===== config.mk =====
export PLATFORM = sky130hd
export DESIGN_NAME = tlb_lookup_lru
export DESIGN_NICKNAME = d
export VERILOG_FILES = /design/src/sv/tlbl_pkg.sv /design/src/sv/tlbl_cell.sv /design/src/sv/tlb_lookup_lru.sv
export VERILOG_INCLUDE_DIRS = /design/src /design/src/sv
export SDC_FILE = /design/constraint.sdc
export NUM_CORES = 1
export LEC_CHECK = 0
export BUFFER_PORTS_ARGS = -buffer_cell sky130_fd_sc_hd__buf_4
export CORE_UTILIZATION = 38
export CTS_BUF_LIST = sky130_fd_sc_hd__clkbuf_4 sky130_fd_sc_hd__clkbuf_8 sky130_fd_sc_hd__clkbuf_16
export DETAILED_ROUTE_END_ITERATION = 8
export PLACE_DENSITY = 0.55
export SKIP_LAST_GASP = 1
export SLEW_MARGIN = 20
export SYNTH_ARGS = -nofsm -noshare
export SYNTH_HDL_FRONTEND = slang
export SYNTH_SLANG_ARGS = --single-unit

===== constraint.sdc =====
create_clock -name aclk -period 3.65 [get_ports aclk]
set_clock_uncertainty 0.2 [all_clocks]
set_input_delay 0.73 -clock aclk [delete_from_list [all_inputs] [get_ports aclk]]
set_output_delay 0.73 -clock aclk [all_outputs]
set_load 0.01 [all_outputs]

===== src/sv/tlb_lookup_lru_defines.svh =====
// Assertion macros used by tlb_lookup_lru.sv; all sample on aclk with reset masked.
`ifndef TLB_LOOKUP_LRU_DEFINES_SVH
`define TLB_LOOKUP_LRU_DEFINES_SVH

// Check that the consequent holds in the same cycle as the antecedent.
`define TLBL_ASSERT_SAME(label, ante, cons, msg) \
    label: assert property (@(posedge aclk) disable iff (!aresetn) (ante) |-> (cons)) \
        else $error(msg);

// Check that the consequent holds in the cycle after the antecedent.
`define TLBL_ASSERT_NEXT(label, ante, cons, msg) \
    label: assert property (@(posedge aclk) disable iff (!aresetn) (ante) |=> (cons)) \
        else $error(msg);

`endif


===== src/sv/tlbl_pkg.sv =====
// Shared constants for the fully associative TLB.
`default_nettype none

package tlbl_pkg;

    localparam int VA_W       = 16;
    localparam int PAGE_W     = 4;
    localparam int OFFSET_W   = 12;
    localparam int MISS_W     = 16;
    localparam int ENTRY_OUT_W = 3;
    localparam int FRAME_BASE = 2;

    localparam logic [PAGE_W-1:0] TAG_RESET = '1;
    localparam logic [MISS_W-1:0] MISS_MAX  = '1;

endpackage

`default_nettype wire


===== src/sv/tlbl_cell.sv =====
// One TLB entry: tag, valid and recency rank, plus one stage of the lookup chain.
`default_nettype none

module tlbl_cell #(
    parameter int ENTRIES = 8,
    parameter int INDEX   = 0
) (
    aclk,
    aresetn,
    page,
    srch_in,
    srch_out,
    upd
);

    localparam int IDX_W = $clog2(ENTRIES);
    localparam logic [IDX_W-1:0] MY_IDX   = IDX_W'(INDEX);
    localparam logic [IDX_W-1:0] MAX_RANK = IDX_W'(ENTRIES - 1);

    typedef struct packed {
        logic                      hit;
        logic [IDX_W-1:0]          hit_idx;
        logic [IDX_W-1:0]          hit_rank;
        logic                      inv;
        logic [IDX_W-1:0]          inv_idx;
        logic [IDX_W-1:0]          inv_rank;
        logic                      min_ok;
        logic [IDX_W-1:0]          min_idx;
        logic [IDX_W-1:0]          min_rank;
        logic [tlbl_pkg::PAGE_W-1:0] min_tag;
    } srch_t;

    typedef struct packed {
        logic             en;
        logic             fill;
        logic [IDX_W-1:0] idx;
        logic [IDX_W-1:0] rank;
    } upd_t;

    input  logic                        aclk;
    input  logic                        aresetn;
    input  logic [tlbl_pkg::PAGE_W-1:0] page;
    input  srch_t                       srch_in;
    output srch_t                       srch_out;
    input  upd_t                        upd;

    logic [tlbl_pkg::PAGE_W-1:0] tag_reg, tag_next;
    logic                        valid_reg, valid_next;
    logic [IDX_W-1:0]            rank_reg, rank_next;
    srch_t                       srch_reg, srch_next;
    logic                        hit_here;

    assign hit_here = valid_reg && (tag_reg == page);

    // Fold this entry into the running search record; earlier cells win ties.
    always_comb begin
        srch_next = srch_in;
        if (!srch_in.hit && hit_here) begin
            srch_next.hit      = 1'b1;
            srch_next.hit_idx  = MY_IDX;
            srch_next.hit_rank = rank_reg;
        end
        if (!srch_in.inv && !valid_reg) begin
            srch_next.inv      = 1'b1;
            srch_next.inv_idx  = MY_IDX;
            srch_next.inv_rank = rank_reg;
        end
        if (!srch_in.min_ok || (rank_reg < srch_in.min_rank)) begin
            srch_next.min_ok   = 1'b1;
            srch_next.min_idx  = MY_IDX;
            srch_next.min_rank = rank_reg;
            srch_next.min_tag  = tag_reg;
        end
    end

    always_comb begin
        tag_next   = tag_reg;
        valid_next = valid_reg;
        rank_next  = rank_reg;
        if (upd.en) begin
            if (upd.idx == MY_IDX) begin
                rank_next = MAX_RANK;
                if (upd.fill) begin
                    tag_next   = page;
                    valid_next = 1'b1;
                end
            end else if (rank_reg > upd.rank) begin
                rank_next = rank_reg - 1'b1;
            end
        end
    end

    always_ff @(posedge aclk) begin
        if (!aresetn) begin
            tag_reg   <= tlbl_pkg::TAG_RESET;
            valid_reg <= 1'b0;
            rank_reg  <= '0;
        end else begin
            tag_reg   <= tag_next;
            valid_reg <= valid_next;
            rank_reg  <= rank_next;
        end
    end

    always_ff @(posedge aclk) begin
        srch_reg <= srch_next;
    end

    assign srch_out = srch_reg;

endmodule

`default_nettype wire


===== src/sv/tlb_lookup_lru.sv =====
// Per request: the lookup record walks the entry chain one cell per cycle in ST_SCAN,
// then ST_UPD updates tags and recency ranks and loads the output register, waiting
// while the previous result is unaccepted. A request is taken only in ST_IDLE.
// A new request is taken while the previous result still waits in the output register.
// Reset (aresetn low, synchronous): all entries invalid with tag 0xF and rank 0,
// miss counter cleared, no result pending.
`default_nettype none

module tlb_lookup_lru #(
    parameter int ENTRIES = 8
) (
    input  logic                          aclk,
    input  logic                          aresetn,
    input  logic                          s_valid,
    output logic                          s_ready,
    input  logic [tlbl_pkg::VA_W-1:0]     s_virtual_address,
    output logic                          m_valid,
    input  logic                          m_ready,
    output logic                          m_hit,
    output logic                          m_evicted,
    output logic [tlbl_pkg::PAGE_W-1:0]   m_evicted_page,
    output logic [tlbl_pkg::ENTRY_OUT_W-1:0] m_entry_used,
    output logic [tlbl_pkg::ENTRY_OUT_W-1:0] m_frame,
    output logic [tlbl_pkg::VA_W-1:0]     m_physical_address,
    output logic [tlbl_pkg::MISS_W-1:0]   m_miss_count
);

`include "tlb_lookup_lru_defines.svh"

    localparam int IDX_W = $clog2(ENTRIES);
    localparam logic [IDX_W-1:0] LAST_IDX = IDX_W'(ENTRIES - 1);
    localparam logic [IDX_W:0]   ENT_EXT  = (IDX_W + 1)'(ENTRIES);
    localparam logic [IDX_W:0]   BASE_EXT = (IDX_W + 1)'(tlbl_pkg::FRAME_BASE);

    typedef struct packed {
        logic                      hit;
        logic [IDX_W-1:0]          hit_idx;
        logic [IDX_W-1:0]          hit_rank;
        logic                      inv;
        logic [IDX_W-1:0]          inv_idx;
        logic [IDX_W-1:0]          inv_rank;
        logic                      min_ok;
        logic [IDX_W-1:0]          min_idx;
        logic [IDX_W-1:0]          min_rank;
        logic [tlbl_pkg::PAGE_W-1:0] min_tag;
    } srch_t;

    typedef struct packed {
        logic             en;
        logic             fill;
        logic [IDX_W-1:0] idx;
        logic [IDX_W-1:0] rank;
    } upd_t;

    typedef enum logic [2:0] {
        ST_IDLE = 3'b001,
        ST_SCAN = 3'b010,
        ST_UPD  = 3'b100
    } state_t;

    state_t                          state_reg, state_next;
    logic [IDX_W-1:0]                cnt_reg, cnt_next;
    logic [tlbl_pkg::VA_W-1:0]       va_reg;
    logic [tlbl_pkg::MISS_W-1:0]     miss_cnt_reg, miss_cnt_next;

    logic                            m_valid_reg;
    logic                            m_hit_reg;
    logic                            m_evicted_reg;
    logic [tlbl_pkg::PAGE_W-1:0]     m_evicted_page_reg;
    logic [tlbl_pkg::ENTRY_OUT_W-1:0] m_entry_used_reg;
    logic [tlbl_pkg::ENTRY_OUT_W-1:0] m_frame_reg;
    logic [tlbl_pkg::VA_W-1:0]       m_physical_address_reg;
    logic [tlbl_pkg::MISS_W-1:0]     m_miss_count_reg;

    srch_t                           chain [ENTRIES+1];
    srch_t                           fin;
    upd_t                            upd;
    logic [tlbl_pkg::PAGE_W-1:0]     page;
    logic                            s_fire;
    logic                            upd_fire;
    logic                            miss;
    logic                            evict;
    logic [IDX_W-1:0]                used_idx;
    logic [IDX_W-1:0]                used_rank;
    logic [IDX_W:0]                  frame_sum;
    logic [IDX_W-1:0]                frame;

    assign page     = va_reg[tlbl_pkg::VA_W-1:tlbl_pkg::OFFSET_W];
    assign s_ready  = (state_reg == ST_IDLE);
    assign s_fire   = s_valid && s_ready;
    assign upd_fire = (state_reg == ST_UPD) && (!m_valid_reg || m_ready);

    // The head of the chain starts with an empty search record.
    assign chain[0] = '0;

    for (genvar i = 0; i < ENTRIES; i++) begin : g_cell
        tlbl_cell #(
            .ENTRIES (ENTRIES),
            .INDEX   (i)
        ) u_cell (
            .aclk     (aclk),
            .aresetn  (aresetn),
            .page     (page),
            .srch_in  (chain[i]),
            .srch_out (chain[i+1]),
            .upd      (upd)
        );
    end

    assign fin   = chain[ENTRIES];
    assign miss  = !fin.hit;
    assign evict = miss && !fin.inv;

    always_comb begin
        if (fin.hit) begin
            used_idx  = fin.hit_idx;
            used_rank = fin.hit_rank;
        end else if (fin.inv) begin
            used_idx  = fin.inv_idx;
            used_rank = fin.inv_rank;
        end else begin
            used_idx  = fin.min_idx;
            used_rank = fin.min_rank;
        end
    end

    // used_idx + base stays below twice ENTRIES, so one conditional subtract wraps it.
    always_comb begin
        frame_sum = {1'b0, used_idx} + BASE_EXT;
        if (frame_sum >= ENT_EXT) begin
            frame_sum = frame_sum - ENT_EXT;
        end
        frame = frame_sum[IDX_W-1:0];
    end

    assign upd.en   = upd_fire;
    assign upd.fill = miss;
    assign upd.idx  = used_idx;
    assign upd.rank = used_rank;

    always_comb begin
        miss_cnt_next = miss_cnt_reg;
        if (upd_fire && miss && (miss_cnt_reg != tlbl_pkg::MISS_MAX)) begin
            miss_cnt_next = miss_cnt_reg + 1'b1;
        end
    end

    always_comb begin
        state_next = state_reg;
        cnt_next   = cnt_reg;
        case (state_reg)
            ST_IDLE: begin
                if (s_fire) begin
                    state_next = ST_SCAN;
                    cnt_next   = '0;
                end
            end
            ST_SCAN: begin
                if (cnt_reg == LAST_IDX) begin
                    state_next = ST_UPD;
                end else begin
                    cnt_next = cnt_reg + 1'b1;
                end
            end
            ST_UPD: begin
                if (upd_fire) begin
                    state_next = ST_IDLE;
                end
            end
            default: begin
                state_next = ST_IDLE;
            end
        endcase
    end

    always_ff @(posedge aclk) begin
        if (!aresetn) begin
            state_reg    <= ST_IDLE;
            cnt_reg      <= '0;
            miss_cnt_reg <= '0;
            m_valid_reg  <= 1'b0;
        end else begin
            state_reg    <= state_next;
            cnt_reg      <= cnt_next;
            miss_cnt_reg <= miss_cnt_next;
            if (upd_fire) begin
                m_valid_reg <= 1'b1;
            end else if (m_ready) begin
                m_valid_reg <= 1'b0;
            end
        end
    end

    always_ff @(posedge aclk) begin
        if (s_fire) begin
            va_reg <= s_virtual_address;
        end
        if (upd_fire) begin
            m_hit_reg          <= fin.hit;
            m_evicted_reg      <= evict;
            m_evicted_page_reg <= evict ? fin.min_tag : '0;
            m_entry_used_reg   <= tlbl_pkg::ENTRY_OUT_W'(used_idx);
            m_frame_reg        <= tlbl_pkg::ENTRY_OUT_W'(frame);
            m_physical_address_reg <= {tlbl_pkg::PAGE_W'(frame),
                                       va_reg[tlbl_pkg::OFFSET_W-1:0]};
            m_miss_count_reg   <= miss_cnt_next;
        end
    end

    assign m_valid            = m_valid_reg;
    assign m_hit              = m_hit_reg;
    assign m_evicted          = m_evicted_reg;
    assign m_evicted_page     = m_evicted_page_reg;
    assign m_entry_used       = m_entry_used_reg;
    assign m_frame            = m_frame_reg;
    assign m_physical_address = m_physical_address_reg;
    assign m_miss_count       = m_miss_count_reg;

    `TLBL_ASSERT_NEXT(a_accept_starts_scan, s_fire, (state_reg == ST_SCAN) && (cnt_reg == '0), "accepted request did not start the chain walk")
    `TLBL_ASSERT_NEXT(a_hit_keeps_misses, upd_fire && fin.hit, $stable(miss_cnt_reg), "miss counter moved on a hit")
    `TLBL_ASSERT_SAME(a_evict_only_on_miss, m_valid && m_hit, !m_evicted && (m_evicted_page == '0), "hit result reports an eviction")

endmodule

`default_nettype wire


# Word level (Yosys, flattened, before mapping)
# Cells that the tools add are included.
# word_totals
register_bits,337
inputBits,20
out_inout_bits,46
word_cells,313
# classes
addsub,12
n_lt_le_gt_ge,16
eq_ne,24
mux,54
bitwise,1
reduce_logical,93
# ops
operator,n
2-to-1 mux 3 bit,40
2-to-1 mux 7 bit,8
equality test 4 bit,8
logical NOT 1 bit,30
AND reduction 3 bit,10
logical AND 1 bit,27
"subtractor 3 x 1 -> 3 bit, second input constant",9
greater-than comparator 3 bit,8
< comparator 3 bit,7
nonzero test 2 bit,10
"equality test 3 bit, second input constant",6
"adder 16 x 1 -> 16 bit, second input constant",1
2-to-1 mux 16 bit,1
"!= test 16 bit, second input constant",1
AND reduction 2 bit,8
"equality test 3 x 2 -> 1 bit, second input constant",3
one-hot mux 3 bit (3 select lines),1
2-to-1 mux 8 bit,1
logical OR 1 bit,7
"equality test 3 x 1 -> 1 bit, second input constant",2
"!= test 2 bit, second input constant",3
one-hot mux 3 bit (2 select lines),1
"adder 3 x 2 -> 4 bit, second input constant",1
"greater-or-equal comparator 4 bit, second input constant",1
other kinds (5),6

# Longest topological paths before layout
# depth
ltp_word,6
ltp_mapped,10
depth_no_buf,9

# Modules after synthesis
# Synthesis repeated with hierarchy kept, for this count alone.
# hier_totals
cells_unflattened,1400
area_unflattened_um2,14791.7
# modules_own_cells
module,instances,cells_each,area_per_inst_um2,seq_area_each_um2
tlbl_cell at g_cell[1].u_cell ...,3,140,1427.6,660.6
tlb_lookup_lru,1,252,3331.9,2112.0
tlbl_cell at g_cell[5].u_cell ...,2,145,1437.6,660.6
tlbl_cell at g_cell[3].u_cell,1,148,1438.9,660.6
tlbl_cell at g_cell[7].u_cell,1,145,1432.6,660.6
tlbl_cell at g_cell[0].u_cell,1,145,1430.1,660.6

# Worst setup path after synthesis
# OpenSTA, ideal clock, no wires.
# synth_timing
path_type,reg-to-reg
from,reg g_cell[7].u_cell.srch_reg (netlist bit g_cell[7].u_cell.srch_out[24])
to,reg g_cell[4].u_cell.rank_reg[2]
setup_time_ps,120
arrival_time_ps,2571
required_time_ps,3330
path_slack_ps,759
stages_incl_launch_ff,11
n_path_buf,2
period_less_slack_ps,2891
path_cell_list,dfxtp_1 buf_2 buf_1 nor2_1 a21oi_1 ha_1 nor2b_1 o21ai_0 a211oi_4 and3b_1 o31a_1
# synth_between
elab_chain_len,4
word_cells_on_any_way,7
cone_classes,order compare: 1; eq/ne: 1; mux: 3; reduce/logical: 2
# synth_lines
element,line,source
"start, declared",tlbl_cell.sv:50,"srch_t srch_reg, srch_next;"
"start signal, assigned",tlbl_cell.sv:106,srch_reg <= srch_next;
2-to-1 mux 3 bit,tlb_lookup_lru.sv:115,if (fin.hit) begin
greater-than comparator 3 bit / equality test 3 bit (equally long branches),"tlbl_cell.sv:87, tlbl_cell.sv:81",
nonzero test 2 bit (no source line),-,
AND reduction 2 bit (no source line),-,
"end signal, assigned",tlbl_cell.sv:101,rank_reg <= rank_next;
"end, declared",tlbl_cell.sv:49,"logic [IDX_W-1:0] rank_reg, rank_next;"
# Several ways; a longest one is shown, not always the timed one.
# A chain may end at the register's enable or synchronous reset.

==> key figures <==
Outcome
  – Run status: finished, violations left
  – Failing checks: design-rule violations

Power
  – Worst VDD drop: 0.264 mV
  – Leak pwr: 5.75 nW
  – Power per cell area: 503 mW/mm^2

Clocking
  – CTS Sinks: 313
  – CTS Buf Count: 35
  – CTS tree: done
  – CTS max path bufs: 3
  – Reg clk slew, reported paths: 0.06 ns
  – CTS H-tree depth: 2
  – CTS resizes: 0
  – CTS root buffer: clkbuf_16
  – Hold Buf Count CTS: 0
  – Clk Latency, worst-skew pair: 0.51 ns
  – Post-CTS setup buffer count: 0

Job
  – Max Cap Viol: 0

Placed design
  – Final Wtd Congestion: 0.770
  – Place WS: 0.810 ns
  – HPWL Detailed: 17.7 mm
  – I/O Buffers: 64

Timing
  – Worst setup margin: 0.793 ns
  – Crit path time final: 2.86 ns
  – Setup_tns: 0 ns
  – Fmax achieved: 350 MHz
  – RSZ-0062 raised after global routing: false
  – Setup violators final: 0
  – Final Hold Viols: 0
  – Fin. max-slew vios: 0
  – Least-Margin Pin Slew: 0.979 ns
  – Headroom to the max-slew limit: 0.347
  – Tcrit/Tclk final: 0.783

Route
  – Post-DR wirelength/cell: 15.9 um
  – Wire length on met3: 859 um
  – Metal-1 WL: 11.7 mm
  – Detailed Route WL: 24.9 mm
  – Routed vias/inst: 4.81
  – Post-route ant nets: 0
  – Iter 0 DRT Violations: 354
  – Drt first pass iters: 9
  – Top Layer Used: met4
  – DR vias: 7543
  – DRC: 1
  – Metal2 WL: 11.9 mm

Synthesis
  – Post-Synth Adder-Cell Area: 0.0511
  – Synth Cell Area: 0.0120 mm^2
  – Syn avg cell area: 11.2 um^2
  – Most common cell in the synthesized netlist: dfxtp_1
  – Syn_nets: 1145
  – #FFs+latches synth: 313
  – Main combinational cell family by area after synthesis: simple AND/OR/NAND/NOR gates
  – Post-synthesis mux area share: 0.0714
  – Post-synthesis sequential area ratio: 0.568
  – Prevailing post-synth register cell: dfxtp_1
  – Synth Area in Simple Gates: 0.133
  – Post-synthesis xor/xnor area fraction: 0.0219
  – Async set or reset register ratio after synthesis: 0
  – Post-synthesis cell type count: 64
  – YS warnings: 0
  – Synth top area cells: dfxtp_1, edfxtp_1, ha_1, mux2_2, nand2_1
  – Post-synth EDFFs: 55
  – Post-Syn Instances: 1076
  – Synth cell count leaders: dfxtp_1, nand2_1, inv_1
  – Area share of the largest cell type after synthesis: 0.430
  – Leading area contributor after synthesis: dfxtp_1
  – Compound-Gate Fraction of Synth Area: 0.113

Floorplan
  – Site row count: 64
  – Die height: 180 um
  – Io pins: 66
  – Die area: 0.0323 mm^2
  – Initial Utilization: 0.389
  – Core Footprint: 0.0308 mm^2
  – Die Wd: 180 um

GRT
  – Global-route wire length before repair: 40.4 mm
  – GRT Total Usage: 0.156
  – Largest net degree at the start of global routing: 71
  – Vias in the first global route: 7422
  – Initial antenna violation count: 0
  – Total gr overflow: 0

Worst setup path
  – Worst setup EP type: flip-flop
  – CP Data Arrival Time: 3.02 ns
  – WP data required: 3.81 ns
  – Kind of critical path: flip-flop to flip-flop
  – CP max FO: 18
  – Startpoint class of the critical path: flip-flop

Final layout
  – Number of diodes: 0
  – Max reg flops: 171
  – Layout area overhead: 16.9%
  – NumNets Final: 1216
  – Layout cells sized above 1: 0.191

Min path
  – Worst min path class: flip-flop to flip-flop
through the flow:
stage / utilization / cells / hold WS (ns) / area [um^2] / total power, mW
4_1_cts: 0.455 / 1569 / 0.166 / 14000 / 7.15
5_1_grt: 0.455 / 1569 / 0.167 / 14000 / 7.32
3_5_place_dp: 0.418 / 1506 / 0.177 / 12900 / 3.70
6_report: 0.455 / 1569 / 0.185 / 14000 / 7.06
2_1_floorplan: - / 1076 / 0.155 / 12000 / 3.66
3_3_place_gp: 0.418 / 1506 / 0.178 / 12900 / 3.70
cell usage in the layout (no fill, tap or decap), types with 7 or more instances in the layout:
cell type / synthesis / routed
xnor2_1: 19 / 19
and3_1: 10 / 10
nor2_1: 34 / 34
edfxtp_1: 55 / 55
dfxtp_1: 258 / 258
o21a_1: 10 / 10
inv_1: 71 / 70
or2_2: 9 / 9
buf_4: 8 / 75
o21ai_0: 55 / 55
mux2_2: 53 / 53
nand2b_1: 45 / 45
clkbuf_8: 0 / 9
mux2i_1: 26 / 26
ha_1: 49 / 49
clkbuf_4: 0 / 9
and2_1: 27 / 27
nand3_1: 11 / 11
xor2_1: 11 / 11
clkbuf_16: 0 / 36
a21o_1: 16 / 16
nor2b_1: 14 / 14
o211ai_1: 30 / 30
nand2_1: 99 / 99
o311a_1: 7 / 7
a21oi_1: 24 / 24
nor3_1: 7 / 7
cell families after synthesis:
| family | Yosys count |
|---|---|
| other cells | 1 |
| simple gates | 296 |
| buf+inv | 117 |
| compound gates | 191 |
| xor+xnor | 30 |
| mux | 79 |
| flops | 313 |
| fa+ha+maj | 49 |
per-layer routing:
metal | global-route usage | vias to the layer above
li1 | - | 3883
met1 | 0.206 | 3498
met2 | 0.260 | 127
met3 | 0.0304 | 35
met4 | 0.0448 | 0
met5 | 0 | -
path summary, 6_finish.rpt:
check / from / end / slack [ns] / cells after the start
setup / recovery: g_cell[7].u_cell.srch_out[24] / g_cell[1].u_cell.tag_reg[3] / 0.79 / 5
hold reg to reg: g_cell[0].u_cell.tag_reg[1] / g_cell[0].u_cell.srch_out[1] / 0.18 / 0
setup reg to reg: g_cell[7].u_cell.srch_out[24] / g_cell[1].u_cell.tag_reg[3] / 0.79 / 5
hold / removal: g_cell[0].u_cell.tag_reg[1] / g_cell[0].u_cell.srch_out[1] / 0.18 / 0
critical path: stages, from the launching register on:
cell      delay (ns)
dfxtp_1         0.77
o21a_1          0.55
clkinv_1        0.36
or3_1           0.56
mux2i_1         0.19
nand2_1         0.07
power by group:
group          internal [mW]  leakage [nW]  switching (mW)  total, mW
Clock                   2.07         0.589            1.35       3.43
Combinational         0.0347          2.60          0.0563     0.0911
Sequential              3.52          2.56          0.0140       3.54
Total                   5.63          5.75            1.42       7.06
final cells by class:
type	count	area [um^2]
Sequential cell	313	6820
Multi-Input combinational cell	646	4700
Clock buffer	54	1090
Timing Repair Buffer	76	583
Inverter	75	282
Clock inverter	9	63.8
Fill cell	2836	16800
Tap cell	396	495
Note: power is estimated with default switching activity, not from simulation.
